<file path="src/rtl/mhpq_pkg.sv">
// ----------------------------------------------------------------------------
// Min-heap priority queue package
// Shared constants, operation codes and status codes of the heap queue.
// ----------------------------------------------------------------------------
`default_nettype none

package mhpq_pkg;

    localparam int CAPACITY_DEF = 64;
    localparam int KEY_BITS_DEF = 32;
    localparam int COUNT_BITS   = 7;
    localparam int STATUS_BITS  = 2;

    typedef logic [STATUS_BITS-1:0] t_status;

    localparam logic    KIND_INSERT  = 1'b0;
    localparam logic    KIND_REMOVE  = 1'b1;

    localparam t_status STATUS_OK    = 2'd0;
    localparam t_status STATUS_FULL  = 2'd1;
    localparam t_status STATUS_EMPTY = 2'd2;

endpackage

`default_nettype wire

</file>
<file path="src/rtl/mhpq_if.sv">
// ----------------------------------------------------------------------------
// Min-heap priority queue channels
// Valid/ready channels for operation requests and for results.
// ----------------------------------------------------------------------------
`default_nettype none

interface mhpq_in_if #(
    parameter int KEY_BITS = mhpq_pkg::KEY_BITS_DEF
);
    logic                       valid;
    logic                       ready;
    logic                       kind;
    logic signed [KEY_BITS-1:0] key_value;

    modport source (output valid, output kind, output key_value, input ready);
    modport sink   (input valid, input kind, input key_value, output ready);
endinterface

interface mhpq_out_if #(
    parameter int KEY_BITS = mhpq_pkg::KEY_BITS_DEF
);
    logic                             valid;
    logic                             ready;
    logic signed [KEY_BITS-1:0]       removed_key;
    logic signed [KEY_BITS-1:0]       min_key;
    logic [mhpq_pkg::COUNT_BITS-1:0]  entry_count;
    mhpq_pkg::t_status                status;

    modport source (output valid, output removed_key, output min_key,
                    output entry_count, output status, input ready);
    modport sink   (input valid, input removed_key, input min_key,
                    input entry_count, input status, output ready);
endinterface

`default_nettype wire

</file>
<file path="src/rtl/mhpq_store.sv">
// ----------------------------------------------------------------------------
// Heap key store
// Synchronous memory with one write port and two registered read ports.
// ----------------------------------------------------------------------------
`default_nettype none

module mhpq_store #(
    parameter int DEPTH = mhpq_pkg::CAPACITY_DEF,
    parameter int WIDTH = mhpq_pkg::KEY_BITS_DEF,
    parameter int AW    = $clog2(DEPTH)
) (
    input  wire logic             i_clk,
    input  wire logic             i_we,
    input  wire logic [AW-1:0]    i_waddr,
    input  wire logic [WIDTH-1:0] i_wdata,
    input  wire logic [AW-1:0]    i_raddr_a,
    input  wire logic [AW-1:0]    i_raddr_b,
    output logic      [WIDTH-1:0] o_rdata_a,
    output logic      [WIDTH-1:0] o_rdata_b
);

    logic [WIDTH-1:0] r_mem [DEPTH];

    always_ff @(posedge i_clk) begin
        if (i_we) begin
            r_mem[i_waddr] <= i_wdata;
        end
        o_rdata_a <= r_mem[i_raddr_a];
        o_rdata_b <= r_mem[i_raddr_b];
    end

endmodule

`default_nettype wire

</file>
<file path="src/rtl/mhpq_ctrl.sv">
// ----------------------------------------------------------------------------
// Heap sift controller
// Runs sift-up for inserts and sift-down for removals against the key store,
// keeps the count and a copy of the root, and holds the result register.
// ----------------------------------------------------------------------------
`default_nettype none

module mhpq_ctrl #(
    parameter int CAPACITY = mhpq_pkg::CAPACITY_DEF,
    parameter int KEY_BITS = mhpq_pkg::KEY_BITS_DEF,
    parameter int AW       = $clog2(CAPACITY)
) (
    input  wire logic                       i_clk,
    input  wire logic                       i_rst_n,
    input  wire logic                       i_valid,
    output logic                            o_ready,
    input  wire logic                       i_kind,
    input  wire logic signed [KEY_BITS-1:0] i_key_value,
    output logic                            o_valid,
    input  wire logic                       i_ready,
    output logic signed [KEY_BITS-1:0]      o_removed_key,
    output logic signed [KEY_BITS-1:0]      o_min_key,
    output logic [mhpq_pkg::COUNT_BITS-1:0] o_entry_count,
    output mhpq_pkg::t_status               o_status,
    output logic                            o_we,
    output logic [AW-1:0]                   o_waddr,
    output logic [KEY_BITS-1:0]             o_wdata,
    output logic [AW-1:0]                   o_raddr_a,
    output logic [AW-1:0]                   o_raddr_b,
    input  wire logic [KEY_BITS-1:0]        i_rdata_a,
    input  wire logic [KEY_BITS-1:0]        i_rdata_b
);

    import mhpq_pkg::*;

    localparam int CW = $clog2(CAPACITY + 1);
    localparam int IW = AW + 2;

    localparam logic [2:0] S_IDLE    = 3'd0;
    localparam logic [2:0] S_UP_CMP  = 3'd1;
    localparam logic [2:0] S_DN_LAST = 3'd2;
    localparam logic [2:0] S_DN_CMP  = 3'd3;
    localparam logic [2:0] S_FIN     = 3'd4;
    localparam logic [2:0] S_DONE    = 3'd5;

    logic [2:0]                 r_state, n_state;
    logic signed [KEY_BITS-1:0] r_key, n_key;
    logic [AW-1:0]              r_at, n_at;
    logic [CW-1:0]              r_count, n_count;
    logic signed [KEY_BITS-1:0] r_root;
    logic signed [KEY_BITS-1:0] r_removed, n_removed;
    t_status                    r_status, n_status;

    logic                       r_ovalid;
    logic signed [KEY_BITS-1:0] r_o_removed;
    logic signed [KEY_BITS-1:0] r_o_min;
    logic [CW-1:0]              r_o_count;
    t_status                    r_o_status;

    logic                       accept;
    logic                       load_out;
    logic [AW-1:0]              up_idx;
    logic [AW-1:0]              up_up_idx;
    logic [IW-1:0]              size_w;
    logic [IW-1:0]              left_idx;
    logic [IW-1:0]              right_idx;
    logic                       pick_right;
    logic [IW-1:0]              pick_idx;
    logic signed [KEY_BITS-1:0] pick_key;
    logic signed [KEY_BITS-1:0] key_a;
    logic signed [KEY_BITS-1:0] key_b;
    logic [IW-1:0]              next_left;
    logic [IW-1:0]              next_right;

    assign o_ready  = (r_state == S_IDLE);
    assign accept   = i_valid && o_ready;
    assign load_out = (r_state == S_DONE) && (!r_ovalid || i_ready);

    assign key_a      = i_rdata_a;
    assign key_b      = i_rdata_b;
    assign up_idx     = (r_at - AW'(1)) >> 1;
    assign up_up_idx  = (up_idx - AW'(1)) >> 1;
    assign size_w     = IW'(r_count);
    assign left_idx   = IW'({r_at, 1'b1});
    assign right_idx  = left_idx + IW'(1);
    assign pick_right = (right_idx < size_w) && !(key_a < key_b);
    assign pick_idx   = pick_right ? right_idx : left_idx;
    assign pick_key   = pick_right ? key_b : key_a;
    assign next_left  = IW'({pick_idx[AW-1:0], 1'b1});
    assign next_right = next_left + IW'(1);

    always_comb begin
        n_state   = r_state;
        n_key     = r_key;
        n_at      = r_at;
        n_count   = r_count;
        n_removed = r_removed;
        n_status  = r_status;
        o_we      = 1'b0;
        o_waddr   = r_at;
        o_wdata   = r_key;
        o_raddr_a = '0;
        o_raddr_b = '0;

        unique case (r_state)
            S_IDLE: begin
                if (accept) begin
                    n_removed = '0;
                    n_status  = STATUS_OK;
                    if (i_kind == KIND_INSERT) begin
                        if (r_count == CW'(CAPACITY)) begin
                            n_status = STATUS_FULL;
                            n_state  = S_DONE;
                        end else begin
                            n_key   = i_key_value;
                            n_count = r_count + CW'(1);
                            n_at    = AW'(r_count);
                            if (r_count == '0) begin
                                o_we    = 1'b1;
                                o_waddr = '0;
                                o_wdata = i_key_value;
                                n_state = S_DONE;
                            end else begin
                                o_raddr_a = (AW'(r_count) - AW'(1)) >> 1;
                                n_state   = S_UP_CMP;
                            end
                        end
                    end else begin
                        if (r_count == '0) begin
                            n_status = STATUS_EMPTY;
                            n_state  = S_DONE;
                        end else begin
                            n_removed = r_root;
                            n_count   = r_count - CW'(1);
                            if (r_count == CW'(1)) begin
                                n_state = S_DONE;
                            end else begin
                                o_raddr_a = AW'(r_count - CW'(1));
                                n_state   = S_DN_LAST;
                            end
                        end
                    end
                end
            end
            S_UP_CMP: begin
                o_we = 1'b1;
                if (r_key < key_a) begin
                    o_wdata = key_a;
                    n_at    = up_idx;
                    if (up_idx == '0) begin
                        n_state = S_FIN;
                    end else begin
                        o_raddr_a = up_up_idx;
                    end
                end else begin
                    n_state = S_DONE;
                end
            end
            S_DN_LAST: begin
                n_key     = key_a;
                n_at      = '0;
                o_raddr_a = AW'(1);
                o_raddr_b = (r_count > CW'(2)) ? AW'(2) : AW'(1);
                n_state   = S_DN_CMP;
            end
            S_DN_CMP: begin
                o_we = 1'b1;
                if (pick_key < r_key) begin
                    o_wdata = pick_key;
                    n_at    = pick_idx[AW-1:0];
                    if (next_left < size_w) begin
                        o_raddr_a = next_left[AW-1:0];
                        o_raddr_b = (next_right < size_w) ? next_right[AW-1:0]
                                                          : next_left[AW-1:0];
                    end else begin
                        n_state = S_FIN;
                    end
                end else begin
                    n_state = S_DONE;
                end
            end
            S_FIN: begin
                o_we    = 1'b1;
                n_state = S_DONE;
            end
            S_DONE: begin
                if (load_out) begin
                    n_state = S_IDLE;
                end
            end
            default: begin
                n_state = S_IDLE;
            end
        endcase
    end

    always_ff @(posedge i_clk) begin
        if (!i_rst_n) begin
            r_state  <= S_IDLE;
            r_count  <= '0;
            r_ovalid <= 1'b0;
        end else begin
            r_state  <= n_state;
            r_count  <= n_count;
            if (load_out) begin
                r_ovalid <= 1'b1;
            end else if (i_ready) begin
                r_ovalid <= 1'b0;
            end
        end
    end

    always_ff @(posedge i_clk) begin
        r_key     <= n_key;
        r_at      <= n_at;
        r_removed <= n_removed;
        r_status  <= n_status;
        if (o_we && (o_waddr == '0)) begin
            r_root <= o_wdata;
        end
        if (load_out) begin
            r_o_removed <= r_removed;
            r_o_min     <= (r_count != '0) ? r_root : '0;
            r_o_count   <= r_count;
            r_o_status  <= r_status;
        end
    end

    assign o_valid       = r_ovalid;
    assign o_removed_key = r_o_removed;
    assign o_min_key     = r_o_min;
    assign o_entry_count = COUNT_BITS'(r_o_count);
    assign o_status      = r_o_status;

endmodule

`default_nettype wire

</file>
<file path="src/rtl/min_heap_priority_queue_core.sv">
// ----------------------------------------------------------------------------
// Min-heap priority queue core
// Binary min-heap of signed keys in a synchronous store, with insert and
// remove-minimum operations, one result per request.
// ----------------------------------------------------------------------------
// Channel   Direction  Transfer carries
// i_in      in         kind, key_value
// o_res     out        removed_key, min_key, entry_count, status
//
// An insert runs sift-up and a remove runs sift-down, over L heap levels with L up to
// log2(CAPACITY); one level is one read/compare/write of the store.
// Dropped inserts, empty removes and trivial cases finish without a sift.
// A new request is taken only after the previous one is in the result register;
// a held result stalls the core only when the next result is ready.
// Reset clears the count; the store itself is not cleared.
// ----------------------------------------------------------------------------
`default_nettype none

module min_heap_priority_queue_core #(
    parameter int CAPACITY = mhpq_pkg::CAPACITY_DEF,
    parameter int KEY_BITS = mhpq_pkg::KEY_BITS_DEF
) (
    input  wire logic i_clk,
    input  wire logic i_rst_n,
    mhpq_in_if.sink   i_in,
    mhpq_out_if.source o_res
);

    import mhpq_pkg::*;

    localparam int AW = $clog2(CAPACITY);

    logic                we;
    logic [AW-1:0]       waddr;
    logic [KEY_BITS-1:0] wdata;
    logic [AW-1:0]       raddr_a;
    logic [AW-1:0]       raddr_b;
    logic [KEY_BITS-1:0] rdata_a;
    logic [KEY_BITS-1:0] rdata_b;

    mhpq_ctrl #(
        .CAPACITY (CAPACITY),
        .KEY_BITS (KEY_BITS),
        .AW       (AW)
    ) u_ctrl (
        .i_clk         (i_clk),
        .i_rst_n       (i_rst_n),
        .i_valid       (i_in.valid),
        .o_ready       (i_in.ready),
        .i_kind        (i_in.kind),
        .i_key_value   (i_in.key_value),
        .o_valid       (o_res.valid),
        .i_ready       (o_res.ready),
        .o_removed_key (o_res.removed_key),
        .o_min_key     (o_res.min_key),
        .o_entry_count (o_res.entry_count),
        .o_status      (o_res.status),
        .o_we          (we),
        .o_waddr       (waddr),
        .o_wdata       (wdata),
        .o_raddr_a     (raddr_a),
        .o_raddr_b     (raddr_b),
        .i_rdata_a     (rdata_a),
        .i_rdata_b     (rdata_b)
    );

    mhpq_store #(
        .DEPTH (CAPACITY),
        .WIDTH (KEY_BITS),
        .AW    (AW)
    ) u_store (
        .i_clk     (i_clk),
        .i_we      (we),
        .i_waddr   (waddr),
        .i_wdata   (wdata),
        .i_raddr_a (raddr_a),
        .i_raddr_b (raddr_b),
        .o_rdata_a (rdata_a),
        .o_rdata_b (rdata_b)
    );

endmodule

`default_nettype wire
</file>
<file path="src/flat_wrapper.sv">
// flat-port wrapper written by rule: the top's interface ports become plain ports
module min_heap_priority_queue_core_flat import mhpq_pkg::*;
#(
    parameter int CAPACITY = mhpq_pkg::CAPACITY_DEF,
    parameter int KEY_BITS = mhpq_pkg::KEY_BITS_DEF
)
  (i_clk, i_rst_n, i_in_valid, i_in_kind, i_in_key_value, i_in_ready, o_res_valid, o_res_removed_key, o_res_min_key, o_res_entry_count, o_res_status, o_res_ready);
  mhpq_in_if #(.KEY_BITS(KEY_BITS)) i_in_i ();
  mhpq_out_if #(.KEY_BITS(KEY_BITS)) o_res_i ();
  input  wire logic i_clk;
  input  wire logic i_rst_n;
  input wire logic [$bits(i_in_i.valid)-1:0] i_in_valid;
  input wire logic [$bits(i_in_i.kind)-1:0] i_in_kind;
  input wire logic [$bits(i_in_i.key_value)-1:0] i_in_key_value;
  output wire logic [$bits(i_in_i.ready)-1:0] i_in_ready;
  output wire logic [$bits(o_res_i.valid)-1:0] o_res_valid;
  output wire logic [$bits(o_res_i.removed_key)-1:0] o_res_removed_key;
  output wire logic [$bits(o_res_i.min_key)-1:0] o_res_min_key;
  output wire logic [$bits(o_res_i.entry_count)-1:0] o_res_entry_count;
  output wire logic [$bits(o_res_i.status)-1:0] o_res_status;
  input wire logic [$bits(o_res_i.ready)-1:0] o_res_ready;
  assign i_in_i.valid = i_in_valid;
  assign i_in_i.kind = i_in_kind;
  assign i_in_i.key_value = i_in_key_value;
  assign i_in_ready = i_in_i.ready;
  assign o_res_valid = o_res_i.valid;
  assign o_res_removed_key = o_res_i.removed_key;
  assign o_res_min_key = o_res_i.min_key;
  assign o_res_entry_count = o_res_i.entry_count;
  assign o_res_status = o_res_i.status;
  assign o_res_i.ready = o_res_ready;
  min_heap_priority_queue_core #(.CAPACITY(CAPACITY), .KEY_BITS(KEY_BITS)) u_core (.i_clk(i_clk), .i_rst_n(i_rst_n), .i_in(i_in_i), .o_res(o_res_i));
endmodule
</file>
<file path="config.mk">
export PLATFORM = sky130hd
export DESIGN_NAME = min_heap_priority_queue_core_flat
export DESIGN_NICKNAME = d
export VERILOG_FILES = /design/src/rtl/mhpq_pkg.sv /design/src/rtl/mhpq_if.sv /design/src/rtl/mhpq_store.sv /design/src/rtl/mhpq_ctrl.sv /design/src/rtl/min_heap_priority_queue_core.sv /design/src/flat_wrapper.sv
export SDC_FILE = /design/constraint.sdc
export NUM_CORES = 2
export LEC_CHECK = 0
export BUFFER_PORTS_ARGS = -buffer_cell sky130_fd_sc_hd__buf_2
export CORE_MARGIN = 3
export CORE_UTILIZATION = 60
export DETAILED_ROUTE_END_ITERATION = 8
export PLACE_DENSITY = 0.87
export SETUP_SLACK_MARGIN = 0.3
export SLEW_MARGIN = 10
export SYNTH_ARGS = -nofsm -noshare
export SYNTH_HDL_FRONTEND = slang
export SYNTH_HIERARCHICAL = 1
export SYNTH_SLANG_ARGS = --single-unit
</file>
<file path="constraint.sdc">
create_clock -name i_clk -period 21.8 [get_ports i_clk]
set_clock_uncertainty 0.1 [all_clocks]
set_input_delay 3.27 -clock i_clk [delete_from_list [all_inputs] [get_ports i_clk]]
set_output_delay 3.27 -clock i_clk [all_outputs]
set_load 0.01 [all_outputs]
</file>
## Yosys cells after proc, flatten, opt, wreduce, memory -nomap -nowiden

Memory sizes are Yosys's and may differ from the RTL's. A register that Yosys moved wholly into a read port is not among the register bits.
Cells that the tools add are included.

- Reductions and logical operators: 22
- Equality and inequality tests: 17
- $add $sub $neg: 7
- Muxes and demuxes: 67
- Bitwise logic cells: 1
- Magnitude comparators: 7

Operators with widths:

| kind | count |
|---|---|
| 32-bit two-way mux | 10 |
| 6-bit two-way mux | 20 |
| 32-bit < comparator | 3 |
| 32-bit one-hot mux with 3 select lines | 1 |
| 32-bit one-hot mux with 2 select lines | 1 |
| 6-bit one-hot mux with 4 select lines | 2 |
| 3-bit two-way mux | 11 |
| 7-bit two-way mux | 3 |
| 5-bit two-way mux | 4 |
| 3-bit one-hot mux with 6 select lines | 1 |
| 7-bit by 1-bit adder with 8-bit output, second input constant | 2 |
| 8-bit by 7-bit < comparator with 1-bit output | 2 |
| 2-bit != test, second input constant | 7 |
| 6-bit zero test | 2 |
| 6-bit one-hot mux with 2 select lines | 1 |
| 4-bit AND reduction | 3 |
| 6-bit by 1-bit subtractor with 6-bit output, second input constant | 2 |
| 1-bit two-way mux | 9 |
| 7-bit by 1-bit adder with 7-bit output, second input constant | 1 |
| 7-bit by 1-bit == test with 1-bit output, second input constant | 1 |
| 7-bit == test, second input constant | 1 |
| 7-bit by 2-bit greater-than comparator with 1-bit output, second input constant | 1 |
| 7-bit zero test | 1 |
| 7-bit < comparator | 1 |
| other kinds (21) | 31 |

- Output and inout port bits: 75
- RAM bits: 2,048
- Input port bits: 37
- Memories kept: 1
- Bits in registers: 188
- Logic and storage cells: 134

Memories:

| name | words | bits a word | read ports | clocked after Yosys merged registers in | wr ports | RTL line | source |
|---|---|---|---|---|---|---|---|
| u_core.u_store.r_mem | 64 | 32 | 2 | 2 | 1 | mhpq_store.sv:22 | `logic [WIDTH-1:0] r_mem [DEPTH];` |

## Logic depth before layout (Yosys ltp)

- Depth in word-level cells: 10
- Gate-level depth with buffers: 33
- Mapped depth without buffers: 25

## Hierarchy

Netlist, hierarchy kept.

Modules (own cells, without submodules):

| module | area each (um^2) | cells each | sequential area each (um^2) | instances |
|---|---|---|---|---|
| mhpq_store | 95,715.5 | 4,409 | 62,780.2 | 1 |
| mhpq_ctrl | 13,671.9 | 1,378 | 5,535.3 | 1 |

## Worst setup path before layout

No wires, ideal clock.

- Kind: input port to flip-flop
- From: input i_in_valid
- To: register u_core.u_ctrl.r_root[0] (enable)
- Setup time: 513 ps
- Path buffers: 1
- Required time: 21,187 ps
- Stages: 7
- Slack: 12,849 ps
- Data arrival time: 8,338 ps
- Cells stage by stage: nand2_1 clkinv_1 nand4_2 buf_2 and2_1 nor4b_1 nor4b_1

- Cells in the longest elaborated chain, start to end: 5
- Elaborated cells between the ends (all ways): 7
- Those cells by class: mux: 4; reduce/logical: 3

Ends and longest elaborated chain:

| item | RTL line | source |
|---|---|---|
| start: declaration | flat_wrapper.sv:12 | `input wire logic [$bits(i_in_i.valid)-1:0] i_in_valid;` |
| 1-bit logical AND | mhpq_ctrl.sv:76 | `assign accept = i_valid && o_ready;` |
| 6-bit two-way mux | mhpq_ctrl.sv:107 | `if (accept) begin` |
| 6-bit two-way mux | mhpq_ctrl.sv:105 | `unique case (r_state)` |
| via u_core.waddr[5] | min_heap_priority_queue_core.sv:34 | `logic [AW-1:0] waddr;` |
| 6-bit zero test | mhpq_ctrl.sv:218 | `if (o_we && (o_waddr == '0)) begin` |
| 1-bit logical AND | mhpq_ctrl.sv:218 |  |
| end signal: assignment | mhpq_ctrl.sv:219 | `r_root <= o_wdata;` |
| end: declaration | mhpq_ctrl.sv:50 | `logic signed [KEY_BITS-1:0] r_root;` |

The timed path passes the listed nets, and every way through them passes these cells.
A chain may end at the register's enable or synchronous reset.

## Final worst setup path

- From: register u_core.u_ctrl.r_at[0]
- To: register u_core.u_store.o_rdata_b[25], read port of u_core.u_store.r_mem

- Cells in the longest elaborated chain, start to end: 10
- Elaborated cells between the ends (all ways): 13
- Those cells by class: add/sub: 2; order compare: 4; mux: 6; reduce/logical: 1

Ends and longest elaborated chain:

| item | RTL line | source |
|---|---|---|
| start: declaration | mhpq_ctrl.sv:48 | `logic [AW-1:0] r_at, n_at;` |
| start signal: assignment | mhpq_ctrl.sv:215 | `r_at <= n_at;` |
| 7-bit by 1-bit adder with 8-bit output | mhpq_ctrl.sv:85 | `assign right_idx = left_idx + IW'(1);` |
| 8-bit by 7-bit < comparator with 1-bit output | mhpq_ctrl.sv:86 | `assign pick_right = (right_idx < size_w) && !(key_a < key_b);` |
| 1-bit logical AND | mhpq_ctrl.sv:86 |  |
| 6-bit two-way mux | mhpq_ctrl.sv:87 | `assign pick_idx = pick_right ? right_idx : left_idx;` |
| 7-bit by 1-bit adder with 8-bit output | mhpq_ctrl.sv:90 | `assign next_right = next_left + IW'(1);` |
| 8-bit by 7-bit < comparator with 1-bit output | mhpq_ctrl.sv:173 | `o_raddr_b = (next_right < size_w) ? next_right[AW-1:0]` |
| 6-bit two-way mux | mhpq_ctrl.sv:173 |  |
| 6-bit two-way mux | mhpq_ctrl.sv:171 | `if (next_left < size_w) begin` |
| 6-bit two-way mux (*) | mhpq_ctrl.sv:168 | `if (pick_key < r_key) begin` |
| 6-bit one-hot mux with 2 select lines (*) | mhpq_ctrl.sv:105 |  |
| via u_core.raddr_b[0] | min_heap_priority_queue_core.sv:37 | `logic [AW-1:0] raddr_b;` |
| end: declaration | mhpq_store.sv:19 | `output logic [WIDTH-1:0] o_rdata_b` |

The timed path passes the listed nets; every way through them passes the cells marked *.

==> results.py <==
metrics = {
    "power": {
        "ir_drop_mv": 0.198,
        "leakage_nw": 37.2,
        "powerDensity_mw_per_mm2": 166,
    },
    "global_routing": {
        "grt_overflow": 0,
        "grt_pass1_vias": 68500,
        "grt_max_degree": 121,
        "grt_pass1_wl_um": 507000,
        "antenna_found_initial": 27,
        "grt_util_all_layers_pct": 38.5,
    },
    "sta": {
        "finalSetupViolCount": 0,
        "drv_slew": 2,
        "fin_crit_ns": 11.98,
        "finalWorstSetupSlack_ns": 9.82,
        "max_slew_margin_pct": -1.66,
        "clock.fmax_mhz": 83.5,
        "hold_ws_ns": 0.307,
        "hold_viol": 0,
        "tightestPinTransition_ns": 1.51,
        "period_share_pct": 55.0,
        "rsz0062_at_grt": "false",
        "tns_ns": 0,
    },
    "logic_synthesis": {
        "netlist_area_mm2": 0.109,
        "synth-compound-area-share_pct": 4.43,
        "syn_nets": 5943,
        "synth_area_per_cell_um2": 18.9,
        "synth_xor_area_share_pct": 0.207,
        "async_flop_share_pct": 0,
        "synthCells": 5787,
        "ys_warn_count": 6,
        "ys_ff_latch": 2300,
        "synth_ff_type": "edfxtp_1",
        "synth_top_family_by_area": "multiplexers",
        "synthSimpleGateAreaFrac_pct": 2.81,
        "synth_fa_ha_area_share_pct": 1.36,
        "synth_mux_area_share_pct": 26.3,
        "yosysUniqueCellTypes": 84,
        "synth_edf_count": 2225,
        "ys_seq_area_share_pct": 62.5,
    },
    "layout": {
        "final_common_cell": "edfxtp_1",
        "design_area_mm2": 0.121,
        "final_nets": 6054,
        "drive_above_1_share_pct": 32.1,
        "fillCellCount": 10800,
        "syn_to_final_growth_pct": 10.2,
        "mostFrequentLayoutCells": "edfxtp_1 (2225), mux4_2 (1124), mux2i_1 (273)",
    },
    "floorplan": {
        "die_h_um": 433,
        "start_util_pct": 60.5,
        "io_pins": 112,
        "dieArea_mm2": 0.187,
        "core.rowCount": 156,
        "fp.coreArea_mm2": 0.181,
        "dieWidth_um": 433,
    },
    "clock_tree": {
        "cts_max_level": 4,
        "cts_tree": "built",
        "clk_pin_slew_ns": 0.07,
        "worstSkewPairLatency_ns": 0.93,
        "clockRootBuffer": "clkbuf_16",
        "cts_resized": 0,
        "cts_buffers": 219,
        "cts_sinks": 2300,
        "clk_path_buf_depth": 3,
        "postCtsSetupBuffers": 0,
        "holdBufCountCts": 0,
    },
    "min_path": {
        "hp-start": "u_core/u_ctrl/r_removed[1]",
        "hp-class": "register to register",
    },
    "placement": {
        "place_hpwl_um": 202000,
        "place.gp.congestion": 0.973,
        "io_buffers": 111,
        "place_area_mm2": 0.113,
        "place_ws_ns": 10.19,
    },
    "routing": {
        "routedWlPerCell_um": 42.4,
        "drt_iter0_drc": 13100,
        "via_per_inst": 8.13,
        "drtAntennaViolNets": 0,
        "routed_wirelength_um": 360000,
        "drc_errors": 0,
        "drtPass1Iterations": 7,
        "dr_total_vias": 68900,
    },
    "setup_path": {
        "startpoint_type": "register",
        "crit_top_cell": "buf_4",
        "cpMaxStageDelayCell": "buf_4",
        "setup.worst_path.start": "u_core/u_ctrl/r_at[0]",
        "path_max_fanout": 46,
        "critPathCaptureType": "register",
        "worstPathArrival_ns": 12.53,
        "cp.required_ns": 22.35,
        "path_class": "register to register",
        "slowest_delay_ns": 0.88,
        "reg2reg_from": "u_core/u_ctrl/r_at[0]",
    },
    "flow_run": {
        "maxCapViolCount": 1,
    },
    "outcome": {
        "violations": "capacitance limit, slew limit",
        "status": "finished with violations",
    },
}
flip-flops by register name, indices dropped and copies added, names as in the netlist, 2 cells and up:
register                     cells
u_core/u_store/o_rdata_b        32
u_core/u_ctrl/o_status           2
u_core/u_ctrl/o_entry_count      7
u_core/u_ctrl/r_status           2
u_core/u_ctrl/o_removed_key     32
u_core/u_store/r_mem          2048
u_core/u_ctrl/r_at               6
u_core/u_ctrl/o_min_key         32
u_core/u_store/o_rdata_a        32
u_core/u_ctrl/r_root            32
u_core/u_ctrl/r_count            7
u_core/u_ctrl/r_key             32
u_core/u_ctrl/r_state            3
u_core/u_ctrl/r_removed         32
path summary, 6_finish.rpt:
kind,depth (start not counted),slack (ns),to
setup / recovery,30,9.82,u_core/u_store/o_rdata_b[25]
hold / removal,0,0.31,u_core/u_ctrl/o_removed_key[1]
setup reg to reg,30,9.82,u_core/u_store/o_rdata_b[25]
hold reg to reg,0,0.31,u_core/u_ctrl/o_removed_key[1]
worst max-delay path, delay by kind of cell (launching register included):
| family | cells | cell delay, ns |
|---|---|---|
| and+or+nand+nor | 5 | 1.23 |
| adders and majority gates | 3 | 1.13 |
| buffers and inverters | 7 | 4.25 |
| DFF | 1 | 0.44 |
| muxes | 2 | 0.93 |
| AOI/OAI and AO/OA | 13 | 3.42 |
cell families (layout without fill, tap and decap cells):
logic type,count (synthesis),after routing
AO/OA/AOI/OAI,686,686
other,0,15
XOR/XNOR,25,25
multiplexers,1462,1462
buffers and inverters,549,852
adder cells (fa/ha/maj),119,119
AND/OR/NAND/NOR,646,646
flip-flops,2300,2300
power breakdown:
group	leakage (nW)	switching (mW)	internal, mW
clock network	3.44	1.75	2.10
registers	20.8	0.197	6.83
logic	12.9	5.92	3.17
per-layer routing:
layer | routed length (um) | vias up | global-route usage, %
met1 | 108000 | 34300 | 47.5
li1 | - | 24800 | -
met2 | 158000 | 7764 | 56.2
met4 | 30900 | 16 | 25.6
met5 | 99 | - | 0
met3 | 62500 | 2009 | 16.2
area by class of cell:
class                   count  area, um^2  share of cell area, %
inverters                 122         458                  0.380
repair buffers            317        2250                   1.86
clock inverters           141        1390                   1.15
diodes                     15        37.5                 0.0311
flip-flops and latches   2300       68300                   56.6
clock buffers             272        5830                   4.83
multi-input cells        2938       39400                   32.6
well taps                2370        2970                   2.46
stage by stage:
| step | power [mW] | util, % | std cells |
|---|---|---|---|
| floorplan | 12.7 | - | 5787 |
| global placement | 15.4 | 62.6 | 8046 |
| detailed placement | 15.7 | 62.6 | 8046 |
| CTS | 19.6 | 66.6 | 8459 |
| global route | 20.5 | 66.6 | 8461 |
| finish | 20.0 | 66.6 | 8475 |
synth_stat cells (4+ instances only):
| cell type | instances | area, um^2 |
|---|---|---|
| xor2_1 | 7 | 61.3 |
| buf_2 | 115 | 576 |
| mux2_2 | 53 | 597 |
| o32a_1 | 9 | 90.1 |
| mux4_2 | 1124 | 25300 |
| buf_4 | 78 | 586 |
| a21boi_0 | 63 | 473 |
| a22o_1 | 4 | 35.0 |
| buf_6 | 21 | 236 |
| o22ai_1 | 61 | 382 |
| a221oi_1 | 17 | 149 |
| a31oi_1 | 6 | 37.5 |
| a21oi_1 | 124 | 621 |
| o311ai_0 | 32 | 280 |
| inv_1 | 118 | 443 |
| a21o_1 | 7 | 52.6 |
| nand3b_1 | 8 | 60.1 |
| mux2_1 | 12 | 135 |
| nand4_1 | 14 | 87.6 |
| a211oi_2 | 31 | 388 |
| edfxtp_1 | 2225 | 66800 |
| buf_1 | 37 | 139 |
| nand3_1 | 56 | 280 |
| o21a_1 | 12 | 90.1 |
| nand2_1 | 227 | 852 |
| ha_1 | 119 | 1490 |
| o221ai_1 | 20 | 175 |
| and3_1 | 36 | 225 |
| a32oi_1 | 9 | 78.8 |
| o21ai_0 | 96 | 480 |
| mux2i_1 | 273 | 2730 |
| nor2b_1 | 28 | 175 |
| nand2b_1 | 16 | 100 |
| xnor2_1 | 17 | 149 |
| nor2_1 | 155 | 582 |
| clkbuf_1 | 176 | 661 |
| o211ai_1 | 26 | 195 |
| nor3_1 | 29 | 145 |
| o21ai_1 | 19 | 95.1 |
| a211oi_1 | 23 | 173 |
| or3_1 | 6 | 37.5 |
| a22oi_1 | 92 | 691 |
| and2_1 | 46 | 288 |
| dfxtp_1 | 75 | 1500 |
(Power assumes the default switching activity.)
